--- src/rtl/brle_pkg.sv ---
`default_nettype none

package brle_pkg;

  // Field sizes of the stream format
  localparam int unsigned MaxFieldBits = 7;
  localparam int unsigned LenW         = 3;
  localparam int unsigned DimW         = 8;
  localparam int unsigned HdrBits      = 2 * DimW + LenW;
  localparam int unsigned BodyBits     = 3 * MaxFieldBits;
  localparam int unsigned ChunkBits    = HdrBits + BodyBits;
  localparam int unsigned ChunkCntW    = $clog2(ChunkBits + 1);
  localparam int unsigned RunW         = MaxFieldBits + 1;
  localparam int unsigned CfgIdxW      = 2;
  localparam int unsigned CfgDataW     = 8;

  typedef enum logic [CfgIdxW-1:0] {
    CfgRunFieldBits   = 2'd0,
    CfgImageWidthM1   = 2'd1,
    CfgImageHeightM1  = 2'd2
  } cfg_index_e;

  typedef struct packed {
    logic pixel;
    logic last_pixel;
  } pix_in_t;

  typedef struct packed {
    logic [7:0] out_byte;
    logic       end_of_stream;
  } byte_out_t;

  // Bits one pixel adds to the stream, left aligned, zeros below nbits
  typedef struct packed {
    logic [ChunkBits-1:0] bits;
    logic [ChunkCntW-1:0] nbits;
    logic                 last;
  } chunk_t;

endpackage

`default_nettype wire

--- src/rtl/bilevel_run_length_encoder.sv ---
// Channel  | Direction | Handshake            | Payload
// ---------+-----------+----------------------+------------------------------------
// cfg      | in        | cfg_we_i (no wait)   | cfg_index_i, cfg_data_i
// in       | in        | in_valid_i/in_ready_o| in_data_i  {pixel, last_pixel}
// out      | out       | out_valid_o/out_ready_i | out_data_o {out_byte, end_of_stream}
//
// One pixel transaction is taken per cycle while the chunk queue has room.
// The packer sends one byte per cycle while out_ready_i lets it; a pixel that
// yields k bytes holds the packer until they are sent (up to 5 on the first pixel of an image, with header).
// Reset clears run state, queue and packer; configuration returns to field
// size 4 and zero dimensions. Stalls on the output back up into the queue and
// only then drop in_ready_o.
`default_nettype none

module bilevel_run_length_encoder import brle_pkg::*; #(
  parameter int unsigned QUEUE_DEPTH = 4
) (
  input  wire logic                clk_i,
  input  wire logic                rst_ni,
  input  wire logic                cfg_we_i,
  input  wire logic [CfgIdxW-1:0]  cfg_index_i,
  input  wire logic [CfgDataW-1:0] cfg_data_i,
  input  wire logic                in_valid_i,
  output logic                     in_ready_o,
  input  wire pix_in_t             in_data_i,
  output logic                     out_valid_o,
  input  wire logic                out_ready_i,
  output byte_out_t                out_data_o
);

  chunk_t push_chunk, pop_chunk;
  logic   push, pop, q_full, q_empty;

  // Front: track the open run and turn each pixel into a chunk of stream bits
  brle_front u_front (
    .clk_i       (clk_i),
    .rst_ni      (rst_ni),
    .cfg_we_i    (cfg_we_i),
    .cfg_index_i (cfg_index_i),
    .cfg_data_i  (cfg_data_i),
    .in_valid_i  (in_valid_i),
    .in_ready_o  (in_ready_o),
    .in_data_i   (in_data_i),
    .q_full_i    (q_full),
    .push_o      (push),
    .chunk_o     (push_chunk)
  );

  // Queue: decouple pixel intake from byte bursts on the output
  brle_queue #(
    .DEPTH (QUEUE_DEPTH)
  ) u_queue (
    .clk_i   (clk_i),
    .rst_ni  (rst_ni),
    .push_i  (push),
    .data_i  (push_chunk),
    .full_o  (q_full),
    .pop_i   (pop),
    .data_o  (pop_chunk),
    .empty_o (q_empty)
  );

  // Back: pack chunks MSB first into bytes, pad and mark the final byte
  brle_packer u_packer (
    .clk_i         (clk_i),
    .rst_ni        (rst_ni),
    .chunk_i       (pop_chunk),
    .chunk_valid_i (!q_empty),
    .pop_o         (pop),
    .out_valid_o   (out_valid_o),
    .out_ready_i   (out_ready_i),
    .out_data_o    (out_data_o)
  );

endmodule

`default_nettype wire

--- src/rtl/brle_front.sv ---
`default_nettype none

module brle_front import brle_pkg::*; (
  input  wire logic                clk_i,
  input  wire logic                rst_ni,
  input  wire logic                cfg_we_i,
  input  wire logic [CfgIdxW-1:0]  cfg_index_i,
  input  wire logic [CfgDataW-1:0] cfg_data_i,
  input  wire logic                in_valid_i,
  output logic                     in_ready_o,
  input  wire pix_in_t             in_data_i,
  input  wire logic                q_full_i,
  output logic                     push_o,
  output chunk_t                   chunk_o
);

  logic [LenW-1:0] cfg_len_q;
  logic [DimW-1:0] cfg_width_q, cfg_height_q;

  logic            hdr_sent_q, hdr_sent_d;
  logic            colour_q, colour_d;
  logic [MaxFieldBits-1:0] count_q, count_d;

  logic [LenW-1:0]      len;
  logic                 raw, first, pix, last, accept;
  logic [RunW-1:0]      max_run, cnt_ext, cnt_inc, sat, new_cnt;
  logic [BodyBits-1:0]  body;
  logic [ChunkCntW-1:0] blen, nbits;
  logic [ChunkBits-1:0] val;
  logic [HdrBits-1:0]   hdr;

  function automatic logic [BodyBits-1:0] append_field(
    input logic [BodyBits-1:0] acc,
    input logic [LenW-1:0]     n,
    input logic [RunW-1:0]     v
  );
    append_field = (acc << n) | BodyBits'(v);
  endfunction

  always_ff @(posedge clk_i or negedge rst_ni) begin
    if (!rst_ni) begin
      cfg_len_q    <= LenW'(4);
      cfg_width_q  <= '0;
      cfg_height_q <= '0;
    end else if (cfg_we_i) begin
      unique case (cfg_index_i)
        CfgRunFieldBits:  cfg_len_q    <= cfg_data_i[LenW-1:0];
        CfgImageWidthM1:  cfg_width_q  <= cfg_data_i[DimW-1:0];
        CfgImageHeightM1: cfg_height_q <= cfg_data_i[DimW-1:0];
        default: ;
      endcase
    end
  end

  assign pix     = in_data_i.pixel;
  assign last    = in_data_i.last_pixel;
  assign len     = (cfg_len_q > LenW'(MaxFieldBits)) ? LenW'(MaxFieldBits) : cfg_len_q;
  assign raw     = (len <= LenW'(1));
  assign first   = !hdr_sent_q;
  assign max_run = (RunW'(1) << len) - RunW'(1);
  assign cnt_ext = RunW'(count_q);
  assign cnt_inc = cnt_ext + RunW'(1);
  assign sat     = (cnt_ext > max_run) ? max_run : cnt_ext;
  assign hdr     = {cfg_width_q, cfg_height_q, len};

  always_comb begin
    body     = '0;
    blen     = '0;
    new_cnt  = cnt_ext;
    colour_d = colour_q;
    priority if (raw) begin
      body = BodyBits'(pix);
      blen = ChunkCntW'(1);
    end else if (first) begin
      if (pix) begin
        body = append_field(body, len, '0);
        blen = blen + ChunkCntW'(len);
      end
      colour_d = pix;
      new_cnt  = RunW'(1);
    end else if (pix != colour_q) begin
      body     = append_field(body, len, sat);
      blen     = blen + ChunkCntW'(len);
      colour_d = pix;
      new_cnt  = RunW'(1);
    end else begin
      new_cnt = cnt_inc;
      if (cnt_inc > max_run) begin
        // Overlong run: write the maximum, then an empty run of the other colour
        body    = append_field(body, len, max_run);
        body    = append_field(body, len, '0);
        blen    = blen + ChunkCntW'(len) + ChunkCntW'(len);
        new_cnt = RunW'(1);
      end
    end
    if (last && !raw) begin
      body = append_field(body, len, new_cnt);
      blen = blen + ChunkCntW'(len);
    end
  end

  always_comb begin
    if (first) begin
      val   = (ChunkBits'(hdr) << blen) | ChunkBits'(body);
      nbits = ChunkCntW'(HdrBits) + blen;
    end else begin
      val   = ChunkBits'(body);
      nbits = blen;
    end
  end

  assign chunk_o.bits  = val << (ChunkCntW'(ChunkBits) - nbits);
  assign chunk_o.nbits = nbits;
  assign chunk_o.last  = last;

  assign in_ready_o = !q_full_i;
  assign accept     = in_valid_i && !q_full_i;
  // Drop pixels that only extend the open run
  assign push_o     = accept && (nbits != '0);

  always_comb begin
    hdr_sent_d = hdr_sent_q;
    count_d    = count_q;
    if (accept) begin
      if (last) begin
        hdr_sent_d = 1'b0;
        count_d    = '0;
      end else begin
        hdr_sent_d = 1'b1;
        if (!raw) begin
          count_d = new_cnt[MaxFieldBits-1:0];
        end
      end
    end
  end

  always_ff @(posedge clk_i or negedge rst_ni) begin
    if (!rst_ni) begin
      hdr_sent_q <= 1'b0;
      colour_q   <= 1'b0;
      count_q    <= '0;
    end else begin
      hdr_sent_q <= hdr_sent_d;
      count_q    <= count_d;
      if (accept) begin
        colour_q <= last ? 1'b0 : (raw ? colour_q : colour_d);
      end
    end
  end

endmodule

`default_nettype wire

--- src/rtl/brle_queue.sv ---
`default_nettype none

module brle_queue import brle_pkg::*; #(
  parameter int unsigned DEPTH = 4
) (
  input  wire logic   clk_i,
  input  wire logic   rst_ni,
  input  wire logic   push_i,
  input  wire chunk_t data_i,
  output logic        full_o,
  input  wire logic   pop_i,
  output chunk_t      data_o,
  output logic        empty_o
);

  localparam int unsigned AW = (DEPTH > 1) ? $clog2(DEPTH) : 1;
  localparam int unsigned CW = $clog2(DEPTH + 1);

  chunk_t          mem_q [DEPTH];
  logic [AW-1:0]   wr_ptr_q, rd_ptr_q;
  logic [CW-1:0]   count_q;
  logic            do_push, do_pop;

  assign full_o  = (count_q == CW'(DEPTH));
  assign empty_o = (count_q == '0);
  assign do_push = push_i && !full_o;
  assign do_pop  = pop_i && !empty_o;
  assign data_o  = mem_q[rd_ptr_q];

  always_ff @(posedge clk_i) begin
    if (do_push) begin
      mem_q[wr_ptr_q] <= data_i;
    end
  end

  always_ff @(posedge clk_i or negedge rst_ni) begin
    if (!rst_ni) begin
      wr_ptr_q <= '0;
      rd_ptr_q <= '0;
      count_q  <= '0;
    end else begin
      if (do_push) begin
        wr_ptr_q <= (wr_ptr_q == AW'(DEPTH - 1)) ? '0 : wr_ptr_q + AW'(1);
      end
      if (do_pop) begin
        rd_ptr_q <= (rd_ptr_q == AW'(DEPTH - 1)) ? '0 : rd_ptr_q + AW'(1);
      end
      unique case ({do_push, do_pop})
        2'b10:   count_q <= count_q + CW'(1);
        2'b01:   count_q <= count_q - CW'(1);
        default: count_q <= count_q;
      endcase
    end
  end

endmodule

`default_nettype wire

--- src/rtl/brle_packer.sv ---
`default_nettype none

module brle_packer import brle_pkg::*; (
  input  wire logic   clk_i,
  input  wire logic   rst_ni,
  input  wire chunk_t chunk_i,
  input  wire logic   chunk_valid_i,
  output logic        pop_o,
  output logic        out_valid_o,
  input  wire logic   out_ready_i,
  output byte_out_t   out_data_o
);

  localparam int unsigned BufBits = ChunkBits + 8;
  localparam int unsigned BufCntW = $clog2(BufBits + 1);

  logic [BufBits-1:0] buf_q, buf_d, buf_a;
  logic [BufCntW-1:0] cnt_q, cnt_d, cnt_a;
  logic               flush_q, flush_d, flush_a;
  logic               out_valid_q;
  byte_out_t          out_q;
  logic               has_byte, do_emit, take;

  assign has_byte = (cnt_q >= BufCntW'(8)) || (flush_q && (cnt_q != '0));
  assign do_emit  = has_byte && (!out_valid_q || out_ready_i);

  always_comb begin
    if (do_emit) begin
      buf_a = buf_q << 8;
      cnt_a = (cnt_q >= BufCntW'(8)) ? cnt_q - BufCntW'(8) : '0;
    end else begin
      buf_a = buf_q;
      cnt_a = cnt_q;
    end
    flush_a = flush_q && (cnt_a != '0);
    // Take a chunk once fewer than eight bits remain and no flush is open
    take    = chunk_valid_i && (cnt_a < BufCntW'(8)) && !flush_a;
    buf_d   = buf_a;
    cnt_d   = cnt_a;
    flush_d = flush_a;
    if (take) begin
      buf_d   = buf_a | ({chunk_i.bits, 8'h00} >> cnt_a);
      cnt_d   = cnt_a + BufCntW'(chunk_i.nbits);
      flush_d = flush_a || chunk_i.last;
    end
  end

  assign pop_o = take;

  always_ff @(posedge clk_i or negedge rst_ni) begin
    if (!rst_ni) begin
      buf_q       <= '0;
      cnt_q       <= '0;
      flush_q     <= 1'b0;
      out_valid_q <= 1'b0;
    end else begin
      buf_q   <= buf_d;
      cnt_q   <= cnt_d;
      flush_q <= flush_d;
      if (do_emit) begin
        out_valid_q <= 1'b1;
      end else if (out_ready_i) begin
        out_valid_q <= 1'b0;
      end
    end
  end

  always_ff @(posedge clk_i) begin
    if (do_emit) begin
      out_q.out_byte      <= buf_q[BufBits-1 -: 8];
      out_q.end_of_stream <= flush_q && (cnt_q <= BufCntW'(8));
    end
  end

  assign out_valid_o = out_valid_q;
  assign out_data_o  = out_q;

endmodule

`default_nettype wire

--- config.mk ---
export PLATFORM = sky130hd
export DESIGN_NAME = bilevel_run_length_encoder
export DESIGN_NICKNAME = d
export VERILOG_FILES = /design/src/rtl/brle_pkg.sv /design/src/rtl/bilevel_run_length_encoder.sv /design/src/rtl/brle_front.sv /design/src/rtl/brle_queue.sv /design/src/rtl/brle_packer.sv
export SDC_FILE = /design/constraint.sdc
export NUM_CORES = 1
export LEC_CHECK = 0
export ABC_AREA = 1
export BUFFER_PORTS_ARGS = -buffer_cell sky130_fd_sc_hd__buf_2
export CAP_MARGIN = 5
export CORE_MARGIN = 8
export CORE_UTILIZATION = 49
export CTS_BUF_LIST = sky130_fd_sc_hd__clkbuf_8
export DETAILED_ROUTE_END_ITERATION = 6
export PLACE_DENSITY = 0.75
export SETUP_SLACK_MARGIN = 0.05
export SLEW_MARGIN = 20
export SYNTH_ARGS = -nofsm -noshare
export SYNTH_HDL_FRONTEND = slang
export SYNTH_HIERARCHICAL = 1
export SYNTH_SLANG_ARGS = --single-unit
--- constraint.sdc ---
create_clock -name clk_i -period 6.52 [get_ports clk_i]
set_input_delay 1.304 -clock clk_i [delete_from_list [all_inputs] [get_ports clk_i]]
set_output_delay 1.304 -clock clk_i [all_outputs]
set_load 0.02 [all_outputs]
# After elaboration in Yosys (flattened, before gate mapping)
# Memories as Yosys holds them, arrays and structs flattened.
# Index checks and enable logic that the tools add are counted.
# Widths: inputs -> output; s select.
[word_totals]
rom_bits = 0
mem_count = 1
input_bits = 17
ram_bits = 188
out_inout_bits = 11
latch_bits = 0
elab_cells = 128
reg_bits = 100
[op_classes]
shift = 7
muxes = 40
mul = 0
addsub = 12
n_eq_ne = 10
n_div = 0
n_reduce_logical = 31
n_lt_le_gt_ge = 7
bitwise = 5
[memory_table]
columns = ["name", "depth", "width", "read_ports", "rd_clocked_by_memory_dff", "wr", "line", "rtl"]
rows = [
  ["u_queue.mem_q", 4, 47, 1, 0, 1, "brle_queue.sv:19", "chunk_t mem_q [DEPTH];"],
]
[ops]
columns = ["operator", "n"]
rows = [
  ["$mux 21", 6],
  ["$mux 48", 2],
  ["$or 21x8->21", 3],
  ["$mux 6", 9],
  ["$or 48x48->48", 1],
  ["$shr 48x6->48", 1],
  ["$shl 21x3->21", 2],
  ["$mux 40", 1],
  ["$mux 8", 5],
  ["$or 40x21->40", 1],
  ["$shl 19x6->40", 1],
  ["$shl 40x6->40", 1],
  ["$shl 1x3->21 const A", 1],
  ["$reduce_bool 6->1", 3],
  ["$mux 7", 2],
  ["$logic_and 1x1->1", 11],
  ["$mux 1", 10],
  ["$add 7x1->8 const B", 1],
  ["$eq 2x2->1 const B", 4],
  ["$gt 7x8->1", 1],
  ["$gt 8x8->1", 1],
  ["$reduce_and 2->1", 4],
  ["$shl 1x3->8 const A", 1],
  ["$sub 8x2->8 const B", 1],
  ["other kinds (28)", 39],
]

# Longest topological paths before layout
[depth]
ltp_word = 18
ltp_mapped = 39
ltp_nobuf = 37

# By module
# Netlist, hierarchy kept.
[by_module_without_submodules]
columns = ["mod", "n_inst", "cells_each", "area_per_inst_um2", "seq_area_each_um2"]
rows = [
  ["brle_queue", 1, 609, 8207.9, 5820.6],
  ["brle_front", 1, 1204, 6314.8, 701.9],
  ["brle_packer", 1, 759, 4989.8, 1671.6],
  ["bilevel_run_length_encoder", 1, 1, 3.8, 0.0],
]

# Worst setup path before layout
# No wires, ideal clock.
[synth_path]
kind = "input-to-reg"
start = "input in_data_i[1] (netlist name)"
end = "memory u_queue/mem_q[0][0] (netlist name), enable pin"
setup_slack_ns = -0.311
required_time_ns = 6.068
path_stages = 21
path_buffers = 2
setup_ns = 0.452
t_arrival_ns = 6.380
cell_sequence = "inv_1 > nand2_1 > nand2_1 > inv_2 > nor2_2 > inv_2 > a31oi_1 > inv_1 > ha_1 > or2_1 > nand2_1 > xor2_1 > inv_1 > clkbuf_1 > buf_1 > ha_1 > inv_1 > nor2_4 > a41oi_1 > nand2_1 > nor2_1"
[synth_between]
elab_chain_len = 13
word_cells_on_any_way = 14
cone_classes = "2 x add/sub; 1 x eq/ne; 8 x mux; 3 x reduce/logical"
[synth_lines]
columns = ["item", "line", "rtl"]
rows = [
  ["start, declared", "bilevel_run_length_encoder.sv:25", "input wire pix_in_t in_data_i,"],
  ["$ne 1x1->1", "brle_front.sv:81", "end else if (pix != colour_q) begin"],
  ["$mux 6", "brle_front.sv:81", ""],
  ["$mux 6 *", "brle_front.sv:74", "end else if (first) begin"],
  ["$mux 6 *", "brle_front.sv:71", "priority if (raw) begin"],
  ["$add 6x3->6", "brle_front.sv:98", "blen = blen + ChunkCntW'(len);"],
  ["$mux 6 *", "brle_front.sv:96", "if (last && !raw) begin"],
  ["$add 5x6->6", "brle_front.sv:105", "nbits = ChunkCntW'(HdrBits) + blen;"],
  ["$mux 6 *", "brle_front.sv:103", "if (first) begin"],
  ["$reduce_bool 6->1 *", "brle_front.sv:119", "assign push_o = accept && (nbits != '0);"],
  ["$logic_and 1x1->1 *", "brle_front.sv:119", ""],
  ["net push", "bilevel_run_length_encoder.sv:32", "logic push, pop, q_full, q_empty;"],
  ["$logic_and 1x1->1 *", "brle_queue.sv:26", "assign do_push = push_i && !full_o;"],
  ["$mux 1 *", "brle_queue.sv:31", "if (do_push) begin"],
  ["$mux 1 (implied by the code) *", "brle_queue.sv:32", "mem_q[wr_ptr_q] <= data_i;"],
  ["end, declared", "brle_queue.sv:19", ""],
]
# Mark *: on every way through the listed nets, which the timed path passes. The rest lies on a longest branch.

==> flow_metrics.tcl <==
set metrics [dict create \
    drt_iter0_drc 1963 \
    rows 73 \
    slew_viol_final 0 \
    htreeDepth 2 \
    initial_core_util 0.493 \
    worst_path_largest_cell_delay_ps 670 \
    overflow 0 \
    clock_latency_ps 620 \
    regArea_um2 8200 \
    status "finished clean" \
    setup_viol 0 \
    p_clk_frac 0.124 \
    critPathMaxFanout 24 \
    cts_buffers 47 \
    synth_flop_cell "edfxtp_1" \
    swShare 0.520 \
    yosysSeqAreaShare 0.420 \
    finalWeightedCongestion 0.985 \
    fin_setup_tns_ps 0 \
    yosys-top-cells-area "edfxtp_1, nand2_1, nand3_1" \
    synth_edf_count 197 \
    firstDrtPassIters 5 \
    power_mw 12.4 \
    min_path_type "flop to flop" \
    io-pin-count 28 \
    drive_gt1_frac 0.110 \
    rsz0062_at_grt "false" \
    clkTransAtPathRegs_ps 60 \
    routed_wirelength_um 54400 \
    grt_pass1_vias 16800 \
    required_ps 7020 \
    p_comb_frac 0.613 \
    netlist.area_leader.share 0.303 \
    n_antenna_cell 0 \
    multiInputGateArea_um2 9460 \
    max_slew.worst_pin.slew_ps 990 \
    cts_tree "done" \
    drv_cap 0 \
    slew_headroom 0.340 \
    die_x_um 216 \
    path_class "flop to flop" \
    end_kind "flop" \
    finalCritPeriodShare 0.890 \
    grt_util_all_layers 0.232 \
    internal-power_mw 5.95 \
    p_per_area_nw_per_um2 595 \
    crit_path_frequent_cell "nand2_1" \
    vias 17600 \
    cts_root_buf "clkbuf_8" \
    grt_max_degree 146 \
    core_um2 39500 \
    ys_seq_elements 288 \
    synth_fp_nets 2621 \
    holdBufCountCts 0 \
    arrival_ps 6310 \
    p_leak_nw 9.51 \
    fmax_mhz 172 \
    area_growth_pct 6.80 \
    seqPwrFrac 0.262 \
    wire_per_inst_um 17.5 \
    synthArstFlopShare 0.316 \
    fin_nets 2591 \
    viasPerCell 5.66 \
    netlist_area_um2 19500 \
    place_hpwl_um 39200 \
    clock_sinks 288 \
    die-area_um2 46500 \
    yosysUniqueCellTypes 57 \
    syn_area_per_cell_um2 7.59 \
    p_sw_mw 6.45 \
    port_buffers 27 \
    post-cts-setup-buffer-count 0 \
    clock_path_buffers 3 \
    fin_crit_ps 5810 \
    fin_worst_skew_ps 19.7 \
    synth.yosys.warnings 6 \
    hold_viol 0 \
    crit_path_top_delay_cell "dfrtp_1" \
    drcViolationCount 0 \
    cts_resized 0 \
    synth.largest_area_cell "edfxtp_1" \
    ir_drop_mv 0.301 \
    die_h_um 216 \
    num-fill-cells 3814 \
    antenna_found_initial 0 \
    worstSetupStartpointType "flop" \
    ant_nets 0 \
    syn_inst 2573 \
    grt_pass1_wl_um 89100 \
]
routing by layer:
metal	GRT usage	wire length [um]	up-vias
li1	-	-	8606
met1	0.315	24000	8198
met2	0.366	24700	665
met3	0.0477	4070	108
met4	0.0815	1620	0
met5	0	0	-
registers in the layout (all words and copies together), names as in the netlist:
| register | cells |
|---|---|
| u_front/hdr_sent_q | 1 |
| u_front/count_q | 7 |
| u_front/cfg_len_q | 3 |
| u_queue/wr_ptr_q | 2 |
| u_queue/count_q | 3 |
| u_queue/mem_q | 188 |
| u_packer/out_valid_o | 1 |
| u_front/colour_q | 1 |
| u_packer/flush_q | 1 |
| u_packer/cnt_q | 6 |
| u_packer/buf_q | 48 |
| u_front/cfg_width_q | 8 |
| u_front/cfg_height_q | 8 |
| u_packer/out_data_o | 9 |
| u_queue/rd_ptr_q | 2 |
synthesized netlist by cell type (6+ instances only):
| cell | count |
|---|---|
| nor2_1 | 117 |
| a31oi_1 | 8 |
| buf_2 | 48 |
| buf_4 | 17 |
| buf_6 | 19 |
| nor2_4 | 7 |
| nor2_2 | 7 |
| o211ai_2 | 52 |
| nand2_4 | 6 |
| a21oi_1 | 42 |
| dfrtp_1 | 90 |
| inv_1 | 251 |
| inv_2 | 25 |
| o21ai_1 | 32 |
| nand2_1 | 763 |
| xor2_1 | 6 |
| nand3_2 | 6 |
| o211ai_1 | 77 |
| ha_1 | 29 |
| clkbuf_1 | 57 |
| edfxtp_1 | 197 |
| o22ai_1 | 10 |
| nand4_1 | 27 |
| nor3_1 | 6 |
| buf_1 | 8 |
| nand3_1 | 460 |
| nand2_2 | 17 |
| o21ai_0 | 145 |
power groups by stage:
stage | sequential (mW) | combinational, mW | clock, mW
after CTS | 3.26 | 7.52 | 1.59
final | 3.26 | 7.61 | 1.54
after floorplan | 3.20 | 5.65 | 0
after global placement | 3.27 | 7.41 | 0
after detailed placement | 3.29 | 7.49 | 0
after global routing | 3.32 | 8.49 | 1.67
cell families after synthesis:
group	share of synthesized area
AO/OA/AOI/OAI	0.133
XOR/XNOR	0.00455
adder cells (fa/ha/maj)	0.0206
buffers and inverters	0.0973
flip-flops	0.420
other	0.000192
AND/OR/NAND/NOR	0.324
worst paths after layout:
path / from / end / slack (ps) / cells after the start
min in group asynchronous: rst_ni / u_front/count_q[4]$_DFFE_PN0P_ / 630 / 1
max reg2reg: u_front/cfg_len_q[1]$_DFFE_PN0P_ / u_queue/count_q[2]$_DFFE_PN0P_ / 710 / 30
min: u_packer/buf_q[45]$_DFF_PN0_ / u_packer/out_data_o[6]$_DFFE_PN_ / 450 / 0
max: u_front/cfg_len_q[1]$_DFFE_PN0P_ / u_queue/count_q[2]$_DFFE_PN0P_ / 710 / 30
max in group asynchronous: rst_ni / u_queue/rd_ptr_q[0]$_DFFE_PN0P_ / 4730 / 2
min reg2reg: u_packer/buf_q[45]$_DFF_PN0_ / u_packer/out_data_o[6]$_DFFE_PN_ / 450 / 0
through the flow:
step | util | hold WS, ps | instances | area [um^2] | setup WS [ps]
detailed placement | 0.504 | 432 | 3019 | 19900 | 619
global route | 0.527 | 464 | 3105 | 20800 | 300
finish | 0.527 | 447 | 3105 | 20800 | 714
global placement | 0.504 | 431 | 3019 | 19900 | 706
floorplan | - | 420 | 2573 | 19500 | -311
CTS | 0.527 | 446 | 3105 | 20800 | 821
placed cells by master, fill, tap and decap left out, types with 7 or more instances in the layout:
cell type	netlist	layout
nor2_4	7	11
clkinv_1	3	8
buf_4	17	38
ha_1	29	29
buf_2	48	26
o21ai_1	32	32
nand2_2	17	17
nor2_1	117	113
a31oi_1	8	8
o22ai_1	10	10
clkinv_2	1	9
nor2_2	7	7
clkbuf_8	0	50
edfxtp_1	197	197
inv_2	25	25
nand4_1	27	27
inv_1	251	267
buf_12	0	7
nand3_1	460	460
nand2_1	763	763
o211ai_2	52	52
dfrtp_1	90	88
a21oi_1	42	42
o21ai_0	145	145
o211ai_1	77	77
area by class of cell:
| class | count | share of cell area |
|---|---|---|
| clock inverter | 36 | 0.0107 |
| inverter | 281 | 0.0508 |
| tap | 525 | 0.0315 |
| multi-input combinational | 1854 | 0.454 |
| sequential | 288 | 0.393 |
| clock buffer | 50 | 0.0330 |
| timing repair buffer | 71 | 0.0267 |
worst max-delay path: cells and delay by family (launching register included):
kind	cells	cell delay, ps
fa+ha+maj	4	1220
compound gates	2	480
simple gates	21	2960
flops	1	670
buf+inv	3	360
(Power assumes the default switching activity.)
